==> src/hdl/stcm_pkg.sv <==
// Shared types and codes for the system timer with compare match.
// Used by stcm_core and by the top level system_timer_compare_match.
// No dependencies.
package stcm_pkg;

	// Operation codes carried in tuser.
	localparam logic [1:0] OP_TICK  = 2'd0;
	localparam logic [1:0] OP_READ  = 2'd1;
	localparam logic [1:0] OP_WRITE = 2'd2;
	localparam logic [1:0] OP_IDLE  = 2'd3;

	// Register word codes of the bus window.
	localparam logic [2:0] WORD_STATUS   = 3'd0;
	localparam logic [2:0] WORD_COUNT_LO = 3'd1;
	localparam logic [2:0] WORD_COUNT_HI = 3'd2;
	localparam logic [2:0] WORD_CMP0     = 3'd3;
	localparam logic [2:0] WORD_CMP1     = 3'd4;
	localparam logic [2:0] WORD_CMP2     = 3'd5;
	localparam logic [2:0] WORD_CMP3     = 3'd6;
	localparam logic [2:0] WORD_INVALID  = 3'd7;

	// Access status codes.
	localparam logic [1:0] ACC_OK         = 2'd0;
	localparam logic [1:0] ACC_BAD_OFFSET = 2'd1;
	localparam logic [1:0] ACC_READ_ONLY  = 2'd2;
	localparam logic [1:0] ACC_RESERVED   = 2'd3;

	// Bit positions of the match flags in the status word.
	localparam int STATUS_BIT_ONE   = 1;
	localparam int STATUS_BIT_THREE = 3;

	localparam int DATA_W    = 32;
	localparam int COUNT_W   = 64;
	localparam int NUM_CMP   = 4;
	localparam int IN_TDATA_W  = 40;
	localparam int OUT_TDATA_W = 40;

	// One input item; the operation travels in tuser, the rest in tdata.
	typedef struct packed {
		logic [1:0]        op;
		logic [2:0]        word;
		logic [DATA_W-1:0] data;
	} stcm_item_t;

	// One result item, packed so read_data sits in the lowest bits.
	typedef struct packed {
		logic [1:0]        access_status;
		logic              irq_channel_three;
		logic              irq_channel_one;
		logic [DATA_W-1:0] read_data;
	} stcm_result_t;

endpackage

==> src/hdl/system_timer_compare_match.sv <==
// Top level of the system timer with compare match: stream ports, the input
// stage and the result register around stcm_core. Depends on stcm_pkg, stcm_core.
//
//  Channel  Direction  Handshake                    Contents
//  s_axis   in         s_axis_tvalid/s_axis_tready  tuser operation, tdata word and data
//  m_axis   out        m_axis_tvalid/m_axis_tready  tdata read data, irq lines, status
//
// Every item gives exactly one result. One item is accepted per cycle unless the
// result stalls; the input register feeds combinational logic (64-bit increment,
// two 32-bit compares, read mux) into the result register.
// Reset clears the counter, match flags and compare registers, and empties both stages.
// A stalled result holds the item in the input stage, which then stops accepting.
module system_timer_compare_match (
	input  logic                               clk,
	input  logic                               arst_n,
	input  logic                               s_axis_tvalid,
	output logic                               s_axis_tready,
	// [2:0] word_index, [34:3] write_data, [39:35] zero
	input  logic [stcm_pkg::IN_TDATA_W-1:0]    s_axis_tdata,
	// [1:0] operation
	input  logic [1:0]                         s_axis_tuser,
	output logic                               m_axis_tvalid,
	input  logic                               m_axis_tready,
	// [31:0] read_data, [32] irq_channel_one, [33] irq_channel_three,
	// [35:34] access_status, [39:36] zero
	output logic [stcm_pkg::OUT_TDATA_W-1:0]   m_axis_tdata
);
	import stcm_pkg::*;

	logic         valid_s1;
	stcm_item_t   item_s1;
	logic         out_valid_q;
	stcm_result_t out_q;
	stcm_result_t result;
	logic         advance;
	logic         in_take;

	// The input stage moves on whenever the result register is free or drains.
	assign advance       = valid_s1 && (!out_valid_q || m_axis_tready);
	assign s_axis_tready = !valid_s1 || advance;
	assign in_take       = s_axis_tvalid && s_axis_tready;

	// Input stage.
	always_ff @(posedge clk or negedge arst_n) begin
		if (!arst_n) begin
			valid_s1 <= 1'b0;
		end else if (in_take) begin
			valid_s1 <= 1'b1;
		end else if (advance) begin
			valid_s1 <= 1'b0;
		end
	end

	always_ff @(posedge clk) begin
		if (in_take) begin
			item_s1.op   <= s_axis_tuser;
			item_s1.word <= s_axis_tdata[2:0];
			item_s1.data <= s_axis_tdata[DATA_W+2:3];
		end
	end

	stcm_core u_core (
		.clk     (clk),
		.arst_n  (arst_n),
		.step_en (advance),
		.item    (item_s1),
		.result  (result)
	);

	// Result register.
	always_ff @(posedge clk or negedge arst_n) begin
		if (!arst_n) begin
			out_valid_q <= 1'b0;
		end else if (advance) begin
			out_valid_q <= 1'b1;
		end else if (m_axis_tready) begin
			out_valid_q <= 1'b0;
		end
	end

	always_ff @(posedge clk) begin
		if (advance) out_q <= result;
	end

	assign m_axis_tvalid = out_valid_q;
	assign m_axis_tdata  = {(OUT_TDATA_W - $bits(stcm_result_t))'(0), out_q};

	// An empty input stage always takes an item.
	a_empty_ready: assert property (@(posedge clk) disable iff (!arst_n)
		!valid_s1 |-> s_axis_tready)
		else $error("input stage empty but not ready");

	// A stalled result blocks the input stage from moving on.
	a_stall_holds_s1: assert property (@(posedge clk) disable iff (!arst_n)
		out_valid_q && !m_axis_tready |-> !advance)
		else $error("input stage advanced over a stalled result");

	// An item that moves on becomes a valid result next cycle.
	a_advance_gives_result: assert property (@(posedge clk) disable iff (!arst_n)
		advance |=> out_valid_q)
		else $error("advanced item produced no result");

endmodule

==> src/hdl/stcm_core.sv <==
// Timer state (counter, match flags, compare registers) and the single-pass
// logic that turns one item into its result. Depends on stcm_pkg.
module stcm_core (
	input  logic                  clk,
	input  logic                  arst_n,
	input  logic                  step_en,
	input  stcm_pkg::stcm_item_t  item,
	output stcm_pkg::stcm_result_t result
);
	import stcm_pkg::*;

	logic [COUNT_W-1:0] count_q;
	logic [1:0]         flags_q;      // bit 0 channel 1, bit 1 channel 3
	logic [DATA_W-1:0]  cmp_q [NUM_CMP];

	logic [COUNT_W-1:0] count_inc;
	logic [DATA_W-1:0]  count_lo_inc;
	logic [1:0]         flags_d;
	logic [1:0]         cmp_idx;
	logic               cmp_word;
	logic               cmp_wr;
	logic [DATA_W-1:0]  status_word;
	logic [DATA_W-1:0]  rd;
	logic [1:0]         acc;

	assign count_inc    = count_q + COUNT_W'(1);
	assign count_lo_inc = count_inc[DATA_W-1:0];
	assign cmp_idx      = 2'(item.word - WORD_CMP0);
	assign cmp_word     = (item.word >= WORD_CMP0) && (item.word <= WORD_CMP3);

	// Status word shows each flag at its own bit, all other bits zero.
	always_comb begin
		status_word = '0;
		status_word[STATUS_BIT_ONE]   = flags_q[0];
		status_word[STATUS_BIT_THREE] = flags_q[1];
	end

	// Decode the item: read data, access status, next flags.
	always_comb begin
		rd      = '0;
		acc     = ACC_OK;
		flags_d = flags_q;
		cmp_wr  = 1'b0;
		unique case (item.op)
			OP_TICK: begin
				if (count_lo_inc == cmp_q[1]) flags_d[0] = 1'b1;
				if (count_lo_inc == cmp_q[3]) flags_d[1] = 1'b1;
			end
			OP_READ: begin
				if (item.word == WORD_STATUS) begin
					rd = status_word;
				end else if (item.word == WORD_COUNT_LO) begin
					rd = count_q[DATA_W-1:0];
				end else if (item.word == WORD_COUNT_HI) begin
					rd = count_q[COUNT_W-1:DATA_W];
				end else if (cmp_word) begin
					rd = cmp_q[cmp_idx];
				end else begin
					acc = ACC_BAD_OFFSET;
				end
			end
			OP_WRITE: begin
				if (item.word == WORD_STATUS) begin
					if (item.data[STATUS_BIT_ONE])   flags_d[0] = 1'b0;
					if (item.data[STATUS_BIT_THREE]) flags_d[1] = 1'b0;
				end else if (item.word == WORD_COUNT_LO || item.word == WORD_COUNT_HI) begin
					acc = ACC_READ_ONLY;
				end else if (cmp_word) begin
					cmp_wr = 1'b1;
				end else begin
					acc = ACC_BAD_OFFSET;
				end
			end
			default: begin
				// Unused operation code: acts as idle.
			end
		endcase
	end

	assign result.read_data         = rd;
	assign result.access_status     = acc;
	assign result.irq_channel_one   = flags_d[0];
	assign result.irq_channel_three = flags_d[1];

	// State update once per item, as the item leaves the input stage.
	always_ff @(posedge clk or negedge arst_n) begin
		if (!arst_n) begin
			count_q <= '0;
			flags_q <= '0;
			for (int i = 0; i < NUM_CMP; i++) cmp_q[i] <= '0;
		end else if (step_en) begin
			flags_q <= flags_d;
			if (item.op == OP_TICK) count_q <= count_inc;
			if (cmp_wr) cmp_q[cmp_idx] <= item.data;
		end
	end

	// A tick never clears a flag.
	a_tick_keeps_flags: assert property (@(posedge clk) disable iff (!arst_n)
		step_en && item.op == OP_TICK |=> (flags_q & $past(flags_q)) == $past(flags_q))
		else $error("tick cleared a match flag");

	// Only an accepted tick moves the counter.
	a_count_only_on_tick: assert property (@(posedge clk) disable iff (!arst_n)
		!(step_en && item.op == OP_TICK) |=> count_q == $past(count_q))
		else $error("counter moved without a tick");

	// Any error status comes with zero read data.
	a_err_zero_data: assert property (@(posedge clk) disable iff (!arst_n)
		acc != ACC_OK |-> rd == '0)
		else $error("nonzero read data with error status");

	// The reserved status code is never produced.
	a_no_reserved_acc: assert property (@(posedge clk) disable iff (!arst_n)
		acc != ACC_RESERVED)
		else $error("reserved access status produced");

endmodule

==> config.mk <==
export PLATFORM = sky130hd
export DESIGN_NAME = system_timer_compare_match
export DESIGN_NICKNAME = d
export VERILOG_FILES = /design/src/hdl/stcm_pkg.sv /design/src/hdl/system_timer_compare_match.sv /design/src/hdl/stcm_core.sv
export SDC_FILE = /design/constraint.sdc
export NUM_CORES = 1
export LEC_CHECK = 0
export BUFFER_PORTS_ARGS = -buffer_cell sky130_fd_sc_hd__buf_4
export CORE_MARGIN = 1
export CORE_UTILIZATION = 60
export DETAILED_ROUTE_END_ITERATION = 12
export GPL_TIMING_DRIVEN = 0
export PLACE_DENSITY = 0.83
export SLEW_MARGIN = 5
export SYNTH_ARGS = -nofsm -noshare
export SYNTH_HDL_FRONTEND = slang
export SYNTH_HIERARCHICAL = 1
export SYNTH_SLANG_ARGS = --single-unit
==> constraint.sdc <==
create_clock -name clk -period 4.1 [get_ports clk]
set_input_delay 0.615 -clock clk [delete_from_list [all_inputs] [get_ports clk]]
set_output_delay 0.615 -clock clk [all_outputs]
set_load 0.03 [all_outputs]
### After elaboration in Yosys (flattened, before gate mapping)

Index checks and enable logic that the tools add are counted.

| cells by class | value |
|---|---|
| bitwise gates (word level) | 2 |
| reduce and logical (&&, ||, !) cells | 16 |
| $add $sub $neg | 2 |
| order comparisons | 4 |
| equality and inequality tests | 6 |
| muxes and demuxes | 31 |

Operators with widths:

| kind | count |
|---|---|
| 32-bit 2-to-1 mux | 6 |
| 128-bit bitwise mux | 1 |
| 64-bit by 1-bit adder with 64-bit output, second input constant | 1 |
| 32-bit binary-select mux with 2-bit select | 1 |
| 32-bit demux with 2-bit select | 1 |
| 32-bit == test | 2 |
| 1-bit 2-to-1 mux | 13 |
| 2-bit 2-to-1 mux | 6 |
| 2-bit case mux with 2 select lines | 2 |
| 1-bit logical AND | 4 |
| 4-bit 2-to-1 mux | 1 |
| 2-bit AND reduction | 2 |
| 2-bit nonzero test | 2 |
| 3-bit by 1-bit == test with 1-bit output, second input constant | 1 |
| 3-bit by 2-bit == test with 1-bit output, second input constant | 1 |
| 3-bit by 2-bit greater-or-equal comparator with 1-bit output, second input constant | 1 |
| 3-bit greater-or-equal comparator, second input constant | 1 |
| 3-bit <= comparator, second input constant | 1 |
| 3-bit logical NOT | 1 |
| 1-bit logical OR | 3 |
| 3-bit by 1-bit less-than comparator with 1-bit output, second input constant | 1 |
| 2-bit inverter with 3-bit output | 1 |
| 2-bit by 1-bit == test with 1-bit output, second input constant | 1 |
| 2-bit == test, second input constant | 1 |
| other kinds (5) | 6 |

| word-level totals | value |
|---|---|
| register bits after elaboration | 269 |
| output and inout bits | 42 |
| input bits | 46 |
| word-level logic and storage cells | 77 |

### Depth between registers and ports, before layout

Gate-level depths: netlist (run 1).

| depth | value |
|---|---|
| depth in word-level cells | 9 |
| depth in mapped cells | 12 |
| mapped depth without buffers | 9 |

### By module

Netlist (run 1), hierarchy kept.

By module, submodules not included:

| module | instances | seq. area each (um^2) | cells an instance | area an instance (um^2) |
|---|---|---|---|---|
| stcm_core | 1 | 4,854.7 | 1,020 | 11,253.3 |
| system_timer_compare_match | 1 | 2,242.2 | 86 | 2,329.7 |

### Worst setup path after synthesis (run 1)

Ideal clock, no wire load.

| timing path | value |
|---|---|
| path type | input port to flip-flop |
| from | input m_axis_tready |
| to | register u_core.count_q[41] |
| buffers on the path | 0 |
| required time | 4.020 ns |
| slack | 0.826 ns |
| data arrival time | 3.194 ns |
| library setup time | 0.080 ns |
| cell stages on the path | 8 |
| cells stage by stage | nand2b_1 and2_1 and2_1 nand4_1 or4_1 or2_1 nor3_1 xnor2_1 |

| between the ends | value |
|---|---|
| word-level cells in the longest chain between the ends | 3 |

Ends and longest elaborated chain:

| item | RTL line | RTL |
|---|---|---|
| from (decl) | system_timer_compare_match.sv:23 | `input logic m_axis_tready,` |
| 1-bit logical OR | system_timer_compare_match.sv:39 | `assign advance = valid_s1 && (!out_valid_q \|\| m_axis_tready);` |
| 1-bit logical AND | system_timer_compare_match.sv:39 |  |
| via advance | system_timer_compare_match.sv:35 | `logic advance;` |
| 2-bit AND reduction (no source line) | - |  |
| to (signal assigned) | stcm_core.sv:93 | `if (item.op == OP_TICK) count_q <= count_inc;` |
| to (decl) | stcm_core.sv:12 | `logic [COUNT_W-1:0] count_q;` |

The timed path passes the listed nets, and every way through them passes these cells.
A chain may end at the register's enable or synchronous reset.

### Worst setup path in the final report (run 1)

| timing path | value |
|---|---|
| from | register item_s1[32] (netlist bit) |
| to | register u_core/cmp_q[98] (netlist bit) |

| between the ends | value |
|---|---|
| word-level cells in the longest chain between the ends | 7 |
| elaborated cells between the ends (all ways) | 20 |
| classes of those cells | 1 x add/sub; 4 x order compare; 2 x eq/ne; 7 x mux; 1 x bitwise; 5 x reduce/logical |

Ends and longest elaborated chain:

| item | RTL line | RTL |
|---|---|---|
| from (decl) | system_timer_compare_match.sv:31 | `stcm_item_t item_s1;` |
| 2-bit subtractor, or another cell as far along | stcm_core.sv:28 | `assign cmp_idx = 2'(item.word - WORD_CMP0);` |
| 2-bit inverter with 3-bit output (implied by the code) / 1-bit logical AND (equally long branches) | stcm_core.sv:94, stcm_core.sv:29 |  |
| 3-bit greater-or-equal comparator (implied by the code), or another cell as far along | stcm_core.sv:94 | `if (cmp_wr) cmp_q[cmp_idx] <= item.data;` |
| 1-bit logical AND (implied by the code) / 1-bit 2-to-1 mux (equally long branches) | stcm_core.sv:94, stcm_core.sv:66 |  |
| 32-bit 2-to-1 mux (implied by the code) / 1-bit 2-to-1 mux (equally long branches) | stcm_core.sv:94, stcm_core.sv:63 |  |
| 32-bit demux with 2-bit select / 1-bit 2-to-1 mux (equally long branches) | stcm_core.sv:94, stcm_core.sv:44 |  |
| 128-bit bitwise mux / 2-bit AND reduction (equally long branches) | - |  |
| to (signal, indexed assignment) | stcm_core.sv:94 |  |
| to (decl) | stcm_core.sv:14 | `logic [DATA_W-1:0] cmp_q [NUM_CMP];` |

Several ways; a longest one is shown, not always the timed one.

==> qor.csv, run 1 <==
stage,metric,value,unit
clock_tree,cts_buffers,28,
logic_synthesis,synth.top_cell.area_share,0.361,
clock_tree,cts-root-buf,clkbuf_16,
detailed_routing,drc,1,
power,power_density,481,nW/um^2
final_layout,layout.nets,1273,
floorplan,die_x,152,microns
grt,grt_max_degree,112,
detailed_routing,ant_nets,0,
power,p_clk_frac,0.359,
timing,hold_viol_final,0,
worst_setup_path,crit_type,flop to flop,
grt,antenna_found_initial,0,
floorplan,core-area,22000,sq um
timing,max-slew-margin-rel,0.391,
outcome,status,finished with violations,
placed_design,port_buffers,78,
floorplan,dieArea,23200,sq um
worst_setup_path,cp_max_fo,10,
flow_run,cap_violations,0,
final_layout,synthToLayoutAreaGrowth,14.8,%
logic_synthesis,synth-edff-count,73,
clock_tree,path_clk_slew,0.06,ns
worst_setup_path,required,4.52,ns
power,power_frac_seq,0.454,
detailed_routing,drt_iter0_drc,822,
floorplan,die_h,152,microns
timing,grt_setup_unrepaired,false,
placed_design,place.gp.congestion,0.957,
timing,setup_viol,0,
logic_synthesis,synth_top_flop_cell,dfrtp_1,
worst_setup_path,endpoint_kind,flop,
clock_tree,htreeDepth,1,
logic_synthesis,ys_top_cells_by_area,"dfrtp_1, edfxtp_1, mux2_2, xnor2_1, mux4_2",
placed_design,dp_hpwl,25900,microns
clock_tree,tritoncts,built,
timing,fmax,254,MHz
final_layout,antenna_cells,0,
logic_synthesis,async_flop_share,0.729,
final_layout,layoutNonFillerInstCount,1521,
final_layout,final_cell_mix,"dfrtp_1, mux2_2, xnor2_1",
power,p_sw,2.04,mW
clock_tree,cts.path.max_buffers,3,
logic_synthesis,ys_seq_area_frac,0.522,
logic_synthesis,yosysTopAreaCell,dfrtp_1,
worst_setup_path,critPathLaunchType,flop,
detailed_routing,viasPerCell,6.37,
detailed_routing,wl_per_cell,23.3,microns
floorplan,io_pins,88,
grt,grt_pass1_vias,9608,
outcome,violations,DRC,
detailed_routing,dr.pass1.iters,11,
logic_synthesis,ys_warn_count,6,
timing,worst_pin_slew,0.914,ns
clock_tree,clock_sinks,269,
worst_setup_path,worstPathArrival,4.36,ns
timing,tns,0,ns
final_layout,drive_gt1_frac,0.258,
grt,globalRoute.totalOverflow,0,
timing,skew,0.0180,ns
timing,drv_slew,0,
logic_synthesis,synthesis.instances,1106,
detailed_routing,totalWireLength,35400,microns
logic_synthesis,ys_types,65,
power,combPwrFrac,0.187,
grt,grt_usage,0.312,
final_layout,final_common_cell,dfrtp_1,
power,p_leak,6.75,nW
power,p_int,5.46,mW
hold_path,hold_path_class,input port to asynchronous set/reset pin,
detailed_routing,dr_total_vias,9689,
floorplan,rows,54,
placed_design,dpl.cell_count,1469,
timing,period_minus_slack,3.94,ns
logic_synthesis,synth_seq_cells,269,
power,swShare,0.272,
clock_tree,clock_latency,0.54,ns
logic_synthesis,syn_area_per_cell,12.3,sq um
logic_synthesis,syn_area,13600,sq um
timing,fin_crit_sh,0.962,
floorplan,start_util,0.617,
grt,grt_pass1_wl,55100,microns
power,vdd_ir_drop_max,0.412,mV
==> Yosys cell counts, drive strengths merged, types with 2 or more instances <==
| cell type | instances |
|---|---|
| nand4 | 32 |
| or4 | 3 |
| nand2b | 7 |
| nand2 | 56 |
| nand3 | 37 |
| or2 | 2 |
| dfrtp | 196 |
| a22oi | 32 |
| and3b | 2 |
| o211ai | 3 |
| nor3b | 6 |
| or3 | 2 |
| and3 | 14 |
| a211oi | 33 |
| o21ai | 17 |
| and4 | 13 |
| inv | 18 |
| mux2 | 128 |
| a311oi | 2 |
| ha | 8 |
| a21oi | 14 |
| a31oi | 4 |
| clkbuf | 35 |
| mux2i | 2 |
| nor4 | 13 |
| o22ai | 4 |
| and2 | 8 |
| nor3 | 23 |
| mux4 | 32 |
| edfxtp | 73 |
| nand3b | 3 |
| nor2 | 74 |
| xor2 | 59 |
| nor2b | 6 |
| a211o | 2 |
| buf | 40 |
| xnor2 | 87 |
==> through the flow <==
| step | instance area, sq um | total power [mW] | hold WS (ns) | utilization | setup slack (ns) |
|---|---|---|---|---|---|
| after floorplan | 13600 | 4.31 | 0.319 | - | 0.826 |
| after global placement | 14500 | 4.73 | 0.466 | 0.660 | -0.224 |
| after detailed placement | 14600 | 4.80 | 0.458 | 0.662 | -0.426 |
| after CTS | 15600 | 7.51 | 0.0857 | 0.708 | 0.112 |
| after global routing | 15600 | 7.76 | 0.112 | 0.708 | 0.107 |
| final | 15600 | 7.50 | 0.0619 | 0.708 | 0.156 |
==> per-layer routing <==
| layer | GRT usage | wire, microns | vias up |
|---|---|---|---|
| li1 | - | - | 4260 |
| met1 | 0.451 | 15100 | 4899 |
| met2 | 0.476 | 16000 | 447 |
| met3 | 0.0518 | 2860 | 83 |
| met4 | 0.128 | 1440 | 0 |
| met5 | 0 | 0 | - |
==> flip-flops by register name, indices dropped and copies added, names as in the netlist <==
register / count
valid_s1: 1
m_axis_tvalid: 1
m_axis_tdata: 36
u_core/cmp_q: 128
item_s1: 37
u_core/count_q: 64
u_core/flags_q: 2
==> final timing paths <==
path / startpoint / end / slack [ns] / cells past startpoint
hold / removal: arst_n / u_core/cmp_q[96]$_DFFE_PN0P_ / 0.06 / 1
hold reg to reg: u_core/count_q[63]$_DFFE_PN0P_ / u_core/count_q[63]$_DFFE_PN0P_ / 0.48 / 1
setup / recovery: item_s1[32]$_DFFE_PP_ / u_core/cmp_q[98]$_DFFE_PN0P_ / 0.16 / 12
max in group asynchronous: arst_n / u_core/cmp_q[61]$_DFFE_PN0P_ / 3.07 / 2
min in group clk: s_axis_tdata[23] / item_s1[20]$_DFFE_PP_ / 0.24 / 1
setup reg to reg: item_s1[32]$_DFFE_PP_ / u_core/cmp_q[98]$_DFFE_PN0P_ / 0.16 / 12
==> critical path, cell delays in order (launching register included) <==
cell and delay, ns:
edfxtp_1 0.43, clkbuf_1 0.27, buf_4 0.28, inv_1 0.11, ha_1 0.21, nor2b_1 0.16, clkbuf_1 0.56, inv_1 0.11
nand2_1 0.18, nor3_2 0.11, nand2_1 0.32, buf_1 0.67, mux2_2 0.42
==> cell type report <==
class | count | area (sq um)
Sequential cell | 269 | 7100
Clock inverter | 9 | 121
Buffer | 75 | 332
Multi-Input combinational cell | 747 | 6110
Tap cell | 280 | 350
Inverter | 18 | 67.6
Fill cell | 1564 | 6430
Clock buffer | 43 | 881
Timing Repair Buffer | 80 | 641
==> kinds of logic (layout without fill, tap and decap cells) <==
logic type	after synthesis	count (layout)	share of synthesized area
AO/OA/AOI/OAI	123	123	0.0633
XOR/XNOR	147	147	0.0958
adder cells (fa/ha/maj)	8	8	0.00737
buffers and inverters	93	225	0.0291
flip-flops	269	269	0.522
multiplexers	162	162	0.161
other	1	4	0.000276
AND/OR/NAND/NOR	303	303	0.121
==> repair_timing <==
item | in CTS | in global routing
gates resized for setup | 6 | 1
hold endpoints to repair | 0 | 0
setup buffers | 0 | 0
cloned | 0 | 0
endpoints found under the setup margin | 120 | 94
hold buffers | 0 | 0
==> power groups by stage <==
stage / registers (mW) / logic, mW / clock network (mW)
after CTS: 3.39 / 1.38 / 2.73
after global placement: 3.41 / 1.31 / 0
after floorplan: 3.39 / 0.922 / 0
after global routing: 3.44 / 1.49 / 2.84
after detailed placement: 3.44 / 1.36 / 0
final: 3.40 / 1.40 / 2.69
Note: power is estimated with default switching activity, not from simulation.
==> run 2: changes to the inputs <==
CORE_UTILIZATION = 35   (was 60)
PLACE_DENSITY = 0.55   (was 0.83)
==> run 2 against run 1 <==
Net effect:
- register-to-register slack better by 0.17 ns
- critical path depth down 3
- highest routed layer unchanged
- via count down 3.9%
- the run now ends clean
- first-iteration DRC count down 20%
- clock power about the same
- cell count up 15%
- total power down 0.22%
- combinational power about the same
- worst hold slack worse by 0.0048 ns
- worst setup slack better by 0.17 ns
==> qor.csv, run 2 (synthesis results as in run 1) <==
stage,metric,value,unit,change
outcome,status,"complete, no violations",,
detailed_routing,wl_per_cell,21.7,microns,-7.0%
timing,setup_viol,0,,unchanged
grt,grt_max_degree,107,,-4.5%
grt,use_met2,0.308,,-0.168
grt,grt.met3_usage,0.0303,,-0.0214
power,power_density,471,nW/um^2,-2.0%
clock_tree,hold_buffers,0,,unchanged
final_layout,top_regs,"u_core/cmp_q: 128 flops, u_core/count_q: 64 flops, item_s1: 37 flops",,
clock_tree,htreeDepth,1,,unchanged
detailed_routing,drc,0,,-1
final_layout,synthToLayoutAreaGrowth,16.9,%,
timing,fmax,265,MHz,+4.6%
power,total_power,7.48,mW,-0.22%
worst_setup_path,worstPathArrival,4.21,ns,-0.15 ns
placed_design,port_buffers,78,,unchanged
clock_tree,tritoncts,built,,
worst_setup_path,cp_max_fo,10,,unchanged
final_layout,drive_gt1_frac,0.258,,about the same
final_layout,final_cell_area,15900,sq um,+1.8%
final_layout,final_cell_mix,"dfrtp_1, mux2_2, xnor2_1",,
flow_run,cap_violations,0,,unchanged
grt,grt_use_met1,0.284,,-0.167
clock_tree,clock_sinks,269,,unchanged
final_layout,antenna_cells,0,,unchanged
grt,globalRoute.totalOverflow,0,,unchanged
floorplan,die_x,199,microns,+31%
clock_tree,path_clk_slew,0.06,ns,about the same
worst_setup_path,endpoint_kind,flop,,
detailed_routing,dr_total_vias,9307,,-3.9%
worst_setup_path,crit_type,flop to flop,,
power,p_leak,6.75,nW,about the same
worst_setup_path,critPathLaunchType,flop,,
timing,hold_viol_final,0,,unchanged
clock_tree,postCtsSetupRepairBufs,0,,unchanged
power,vdd_ir_drop_max,0.335,mV,-19%
clock_tree,clock_latency,0.57,ns,+0.03 ns
placed_design,dp_hpwl,28600,microns,+10%
detailed_routing,dr.pass1.iters,5,,-6
detailed_routing,totalWireLength,38100,microns,+7.4%
placed_design,post-place-ws,-0.508,ns,-0.0823 ns
floorplan,rows,71,,+31%
timing,whs,0.0571,ns,-0.00481 ns
placed_design,place.gp.congestion,0.924,,-3.5%
floorplan,die_h,199,microns,+31%
final_layout,final_common_cell,dfrtp_1,,
grt,top_usage_layer,met2,,
floorplan,io_pins,88,,unchanged
worst_setup_path,required,4.54,ns,+0.02 ns
worst_setup_path,path_cells,clkbuf_2 > clkbuf_4 > inv_1 > ha_1 > o21ai_0 > nor3_1 > nand2_1 > buf_1 > mux2_2,,
timing,fin_ws,0.328,ns,+0.172 ns
clock_tree,cts-root-buf,clkbuf_16,,
final_layout,largest_reg_flops,128,,unchanged
detailed_routing,drt_iter0_drc,658,,-20%
timing,max-slew-margin-rel,0.306,,-0.0847
floorplan,dieArea,39600,sq um,+70%
timing,grt_setup_unrepaired,false,,
grt,antenna_found_initial,0,,unchanged
timing,worst_pin_slew,1.01,ns,+0.101 ns
detailed_routing,ant_nets,0,,unchanged
final_layout,regMostFlops,u_core/cmp_q,,
worst_setup_path,cp_slowest_stage_delay,0.72,ns,+0.05 ns
grt,grt_usage,0.199,,-0.114
timing,skew,0.0116,ns,-0.00633 ns
floorplan,core-area,37900,sq um,+72%
final_layout,layout.nets,1275,,+0.16%
clock_tree,cts_buffers,30,,+7.1%
placed_design,place_area,14900,sq um,+2.0%
floorplan,start_util,0.358,,-0.259
timing,fin_crit_sh,0.920,,-0.0419
detailed_routing,viasPerCell,5.30,,-17%
worst_setup_path,slowest_stage,o21ai_0,,
timing,drv_slew,0,,unchanged
clock_tree,cts.path.max_buffers,3,,unchanged
timing,period_minus_slack,3.77,ns,-0.172 ns
grt,grt_pass1_vias,9340,,-2.8%
grt,grt_pass1_wl,58200,microns,+5.7%
worst_setup_path,reg2reg_depth,9,,-3
hold_path,hold_path_class,input port to asynchronous set/reset pin,,
[run 2: changes by cell type in the layout (fill, tap and decap cells not counted), sizes merged]
cell / change
clkinv: +7
clkdlybuf4s15: +1
clkbuf: -1
clkinvlp: -1
buf: -2
[run 2: power breakdown]
| part | switching [mW] | total, mW | internal, mW |
|---|---|---|---|
| sequential | 0.290 | 3.40 | 3.11 |
| combinational | 0.711 | 1.40 | 0.686 |
| clock | 1.07 | 2.68 | 1.61 |
[run 2: worst max-delay path, delay by kind of cell, from the launching register on]
kind                       cells  cell delay [ns]
and+or+nand+nor                2             0.60
muxes                          1             0.41
buffers and inverters          4             1.27
DFF                            1             0.40
AOI/OAI and AO/OA              1             0.72
adders and majority gates      1             0.23
[run 2: cell type report]
| class | count | area, sq um |
|---|---|---|
| Fill cell | 3676 | 22100 |
| Sequential cell | 269 | 7100 |
| Multi-Input combinational cell | 747 | 6100 |
| Clock buffer | 41 | 843 |
| Timing Repair Buffer | 80 | 641 |
| Tap cell | 511 | 639 |
| Buffer | 75 | 342 |
| Clock inverter | 15 | 144 |
| Inverter | 18 | 67.6 |
[run 2: metrics by stage]
step	instances	util	setup TNS, ns
after CTS	1756	0.418	0
final	1756	0.419	0
after detailed placement	1700	0.392	-40.03
after global placement	1698	0.391	-49.19
after floorplan	1109	-	0
after global routing	1756	0.419	0
[run 2: layer usage]
layer / up-vias / wire length [microns]
met1: 4719 / 17900
met5: - / 0
li1: 4275 / -
met4: 0 / 976
met3: 57 / 1810
met2: 256 / 17400
[run 2: final timing paths]
kind / startpoint / end / slack, ns
worst max-delay path: item_s1[32]$_DFFE_PP_ / u_core/cmp_q[120]$_DFFE_PN0P_ / 0.33
worst min-delay path: arst_n / m_axis_tvalid$_DFFE_PN0P_ / 0.06
worst max register to register: item_s1[32]$_DFFE_PP_ / u_core/cmp_q[120]$_DFFE_PN0P_ / 0.33
worst min register to register: u_core/count_q[63]$_DFFE_PN0P_ / u_core/count_q[63]$_DFFE_PN0P_ / 0.47
max in group asynchronous: arst_n / u_core/cmp_q[125]$_DFFE_PN0P_ / 3.04
min in group clk: s_axis_tdata[6] / item_s1[3]$_DFFE_PP_ / 0.22
[run 2: what timing repair did]
action,in CTS,in global routing
gates cloned,0,0
pin swaps,0,0
endpoints found under the setup margin,139,110
resized for setup,7,3
==> run 3: changes to the inputs <==
clock period = 4 ns   (was 4.1 ns; I/O delays follow)
==> run 3 against run 2 <==
Net effect:
- worst hold slack lost 0.014 ns
- sequential share of layout area is the same
- highest routed layer unchanged
- clock power grew 3%
- total power grew 2.5%
- critical endpoint is now m_axis_tdata[32]$_DFFE_PP_
==> qor.csv, run 3 (synthesis results as in run 1) <==
stage,metric,value,unit,change
outcome,status,"complete, no violations",,
grt,grt_max_degree,107,,unchanged
clock_tree,clock_latency,0.57,ns,about the same
final_layout,drive_gt1_frac,0.258,,unchanged
clock_tree,clock_sinks,269,,unchanged
placed_design,port_buffers,78,,unchanged
placed_design,place.gp.congestion,0.924,,unchanged
detailed_routing,wl_per_cell,21.7,microns,about the same
timing,fin_crit_sh,0.942,,+0.0218
grt,globalRoute.totalOverflow,0,,unchanged
worst_setup_path,path_buf_inv,1,,-3
flow_run,cap_violations,0,,unchanged
clock_tree,cts-root-buf,clkbuf_16,,
worst_setup_path,endpoint_kind,flop,,
power,vdd_ir_drop_max,0.344,mV,+2.6%
final_layout,fillers,3676,,unchanged
final_layout,synthToLayoutAreaGrowth,16.9,%,unchanged
grt,grt_usage,0.199,,unchanged
clock_tree,hold_buffers,0,,unchanged
worst_setup_path,cp_max_fo,9,,-1
detailed_routing,drc,0,,unchanged
power,power_density,483,nW/um^2,+2.5%
timing,tns,0,ns,unchanged
placed_design,dp_hpwl,28600,microns,unchanged
timing,fmax,265,MHz,+0.12%
worst_setup_path,path_cells,clkbuf_1 > and3_1 > nand4_1 > nor3_1 > xnor2_1 > a2111oi_0 > and4b_1 > nand3_1 > o21ai_1,,
floorplan,die_h,199,microns,unchanged
grt,antenna_found_initial,0,,unchanged
timing,whs,0.0427,ns,-0.0144 ns
clock_tree,tritoncts,built,,
final_layout,top_regs,"u_core/cmp_q: 128 flops, u_core/count_q: 64 flops, item_s1: 37 flops",,
clock_tree,postCtsSetupRepairBufs,0,,unchanged
floorplan,dieArea,39600,sq um,unchanged
worst_setup_path,path_delay_family,simple AND/OR/NAND/NOR gates,,
floorplan,core-area,37900,sq um,unchanged
floorplan,rows,71,,unchanged
grt,grt_pass1_wl,58200,microns,unchanged
timing,skew,0.0122,ns,+0.000567 ns
detailed_routing,ant_nets,0,,unchanged
clock_tree,htreeDepth,1,,unchanged
final_layout,final_cell_area,15900,sq um,unchanged
worst_setup_path,worstPathArrival,4.14,ns,-0.07 ns
final_layout,final_cell_mix,"dfrtp_1, mux2_2, xnor2_1",,
worst_setup_path,cp_slowest_stage_delay,0.87,ns,+0.15 ns
worst_setup_path,slowest_stage,a2111oi_0,,
floorplan,io_pins,88,,unchanged
placed_design,post-place-ws,-0.608,ns,-0.100 ns
timing,setup_viol,0,,unchanged
power,p_leak,6.75,nW,about the same
final_layout,antenna_cells,0,,unchanged
worst_setup_path,crit_type,flop to flop,,
final_layout,regMostFlops,u_core/cmp_q,,
detailed_routing,drt_iter0_drc,662,,+0.61%
clock_tree,cts.path.max_buffers,3,,unchanged
worst_setup_path,r2r_slack,0.23,ns,-0.10 ns
worst_setup_path,required,4.37,ns,-0.17 ns
timing,fin_ws,0.232,ns,-0.0954 ns
hold_path,hold_path_class,input port to asynchronous set/reset pin,,
timing,worst_pin_slew,1.01,ns,-0.00438 ns
grt,grt_pass1_vias,9340,,unchanged
timing,hold_viol_final,0,,unchanged
worst_setup_path,critPathLaunchType,flop,,
final_layout,layout.nets,1275,,unchanged
detailed_routing,dr.pass1.iters,5,,unchanged
clock_tree,cts_buffers,30,,unchanged
floorplan,die_x,199,microns,unchanged
timing,period_minus_slack,3.77,ns,-0.00461 ns
timing,max-slew-margin-rel,0.309,,+0.00300
clock_tree,path_clk_slew,0.06,ns,about the same
timing,grt_setup_unrepaired,false,,
placed_design,place_area,14900,sq um,unchanged
detailed_routing,viasPerCell,5.31,,+0.17%
floorplan,start_util,0.358,,unchanged
final_layout,largest_reg_flops,128,,unchanged
timing,drv_slew,0,,unchanged
detailed_routing,dr_total_vias,9323,,+0.17%
detailed_routing,totalWireLength,38100,microns,about the same
final_layout,final_common_cell,dfrtp_1,,
==> run 3: cell count changes in the layout (fill, tap and decap cells not counted) <==
cell,before,now
clkbuf_4,1,0
buf_4,85,86
==> run 3: layout make-up <==
type	count	area (sq um)	share of cell area
inverter	18	67.6	0.00426
buffer	75	342	0.0215
tap	511	639	0.0403
sequential	269	7100	0.447
clock inverter	15	144	0.00906
timing repair buffer	80	641	0.0403
multi-input combinational	747	6100	0.384
clock buffer	41	843	0.0531
==> run 3: per-layer routing <==
metal,GRT usage,vias up,part of all wire,wire length (microns)
met2,0.308,268,0.46,17400
met3,0.0303,57,0.050,1890
met5,0,-,0,0
li1,-,4275,-,-
met4,0.0655,0,0.026,976
met1,0.284,4723,0.47,17800
==> run 3: worst paths after layout <==
check	to	depth (start not counted)	start
hold reg to reg	u_core/count_q[63]$_DFFE_PN0P_	1	u_core/count_q[63]$_DFFE_PN0P_
setup reg to reg	m_axis_tdata[32]$_DFFE_PP_	9	u_core/count_q[18]$_DFFE_PN0P_
setup / recovery	m_axis_tdata[32]$_DFFE_PP_	9	u_core/count_q[18]$_DFFE_PN0P_
min in group clk	item_s1[3]$_DFFE_PP_	1	s_axis_tdata[6]
max in group asynchronous	u_core/cmp_q[125]$_DFFE_PN0P_	2	arst_n
hold / removal	m_axis_tvalid$_DFFE_PN0P_	1	arst_n
==> run 3: worst reg2reg max path, cell delays in order, from the launching register on <==
cell and delay [ns]:
dfrtp_1 0.31, clkbuf_1 0.43, and3_1 0.35, nand4_1 0.33
nor3_1 0.47, xnor2_1 0.12, a2111oi_0 0.87, and4b_1 0.35
nand3_1 0.08, o21ai_1 0.27
==> run 3: what timing repair did <==
item	in CTS	in global routing
resized for setup	8	2
pin swaps	0	0
endpoints found under the setup margin	150	110
==> run 3: report_power, final <==
group | internal (mW) | switching [mW]
Clock | 1.65 | 1.09
Combinational | 0.703 | 0.730
Sequential | 3.19 | 0.298
Total | 5.55 | 2.12
==> run 3: stage by stage <==
stage	instances	util	power [mW]
final	1756	0.419	7.67
after global routing	1756	0.419	8.00
after CTS	1756	0.419	7.74
after detailed placement	1700	0.392	4.95
after global placement	1698	0.391	4.91
after floorplan	1109	-	4.42
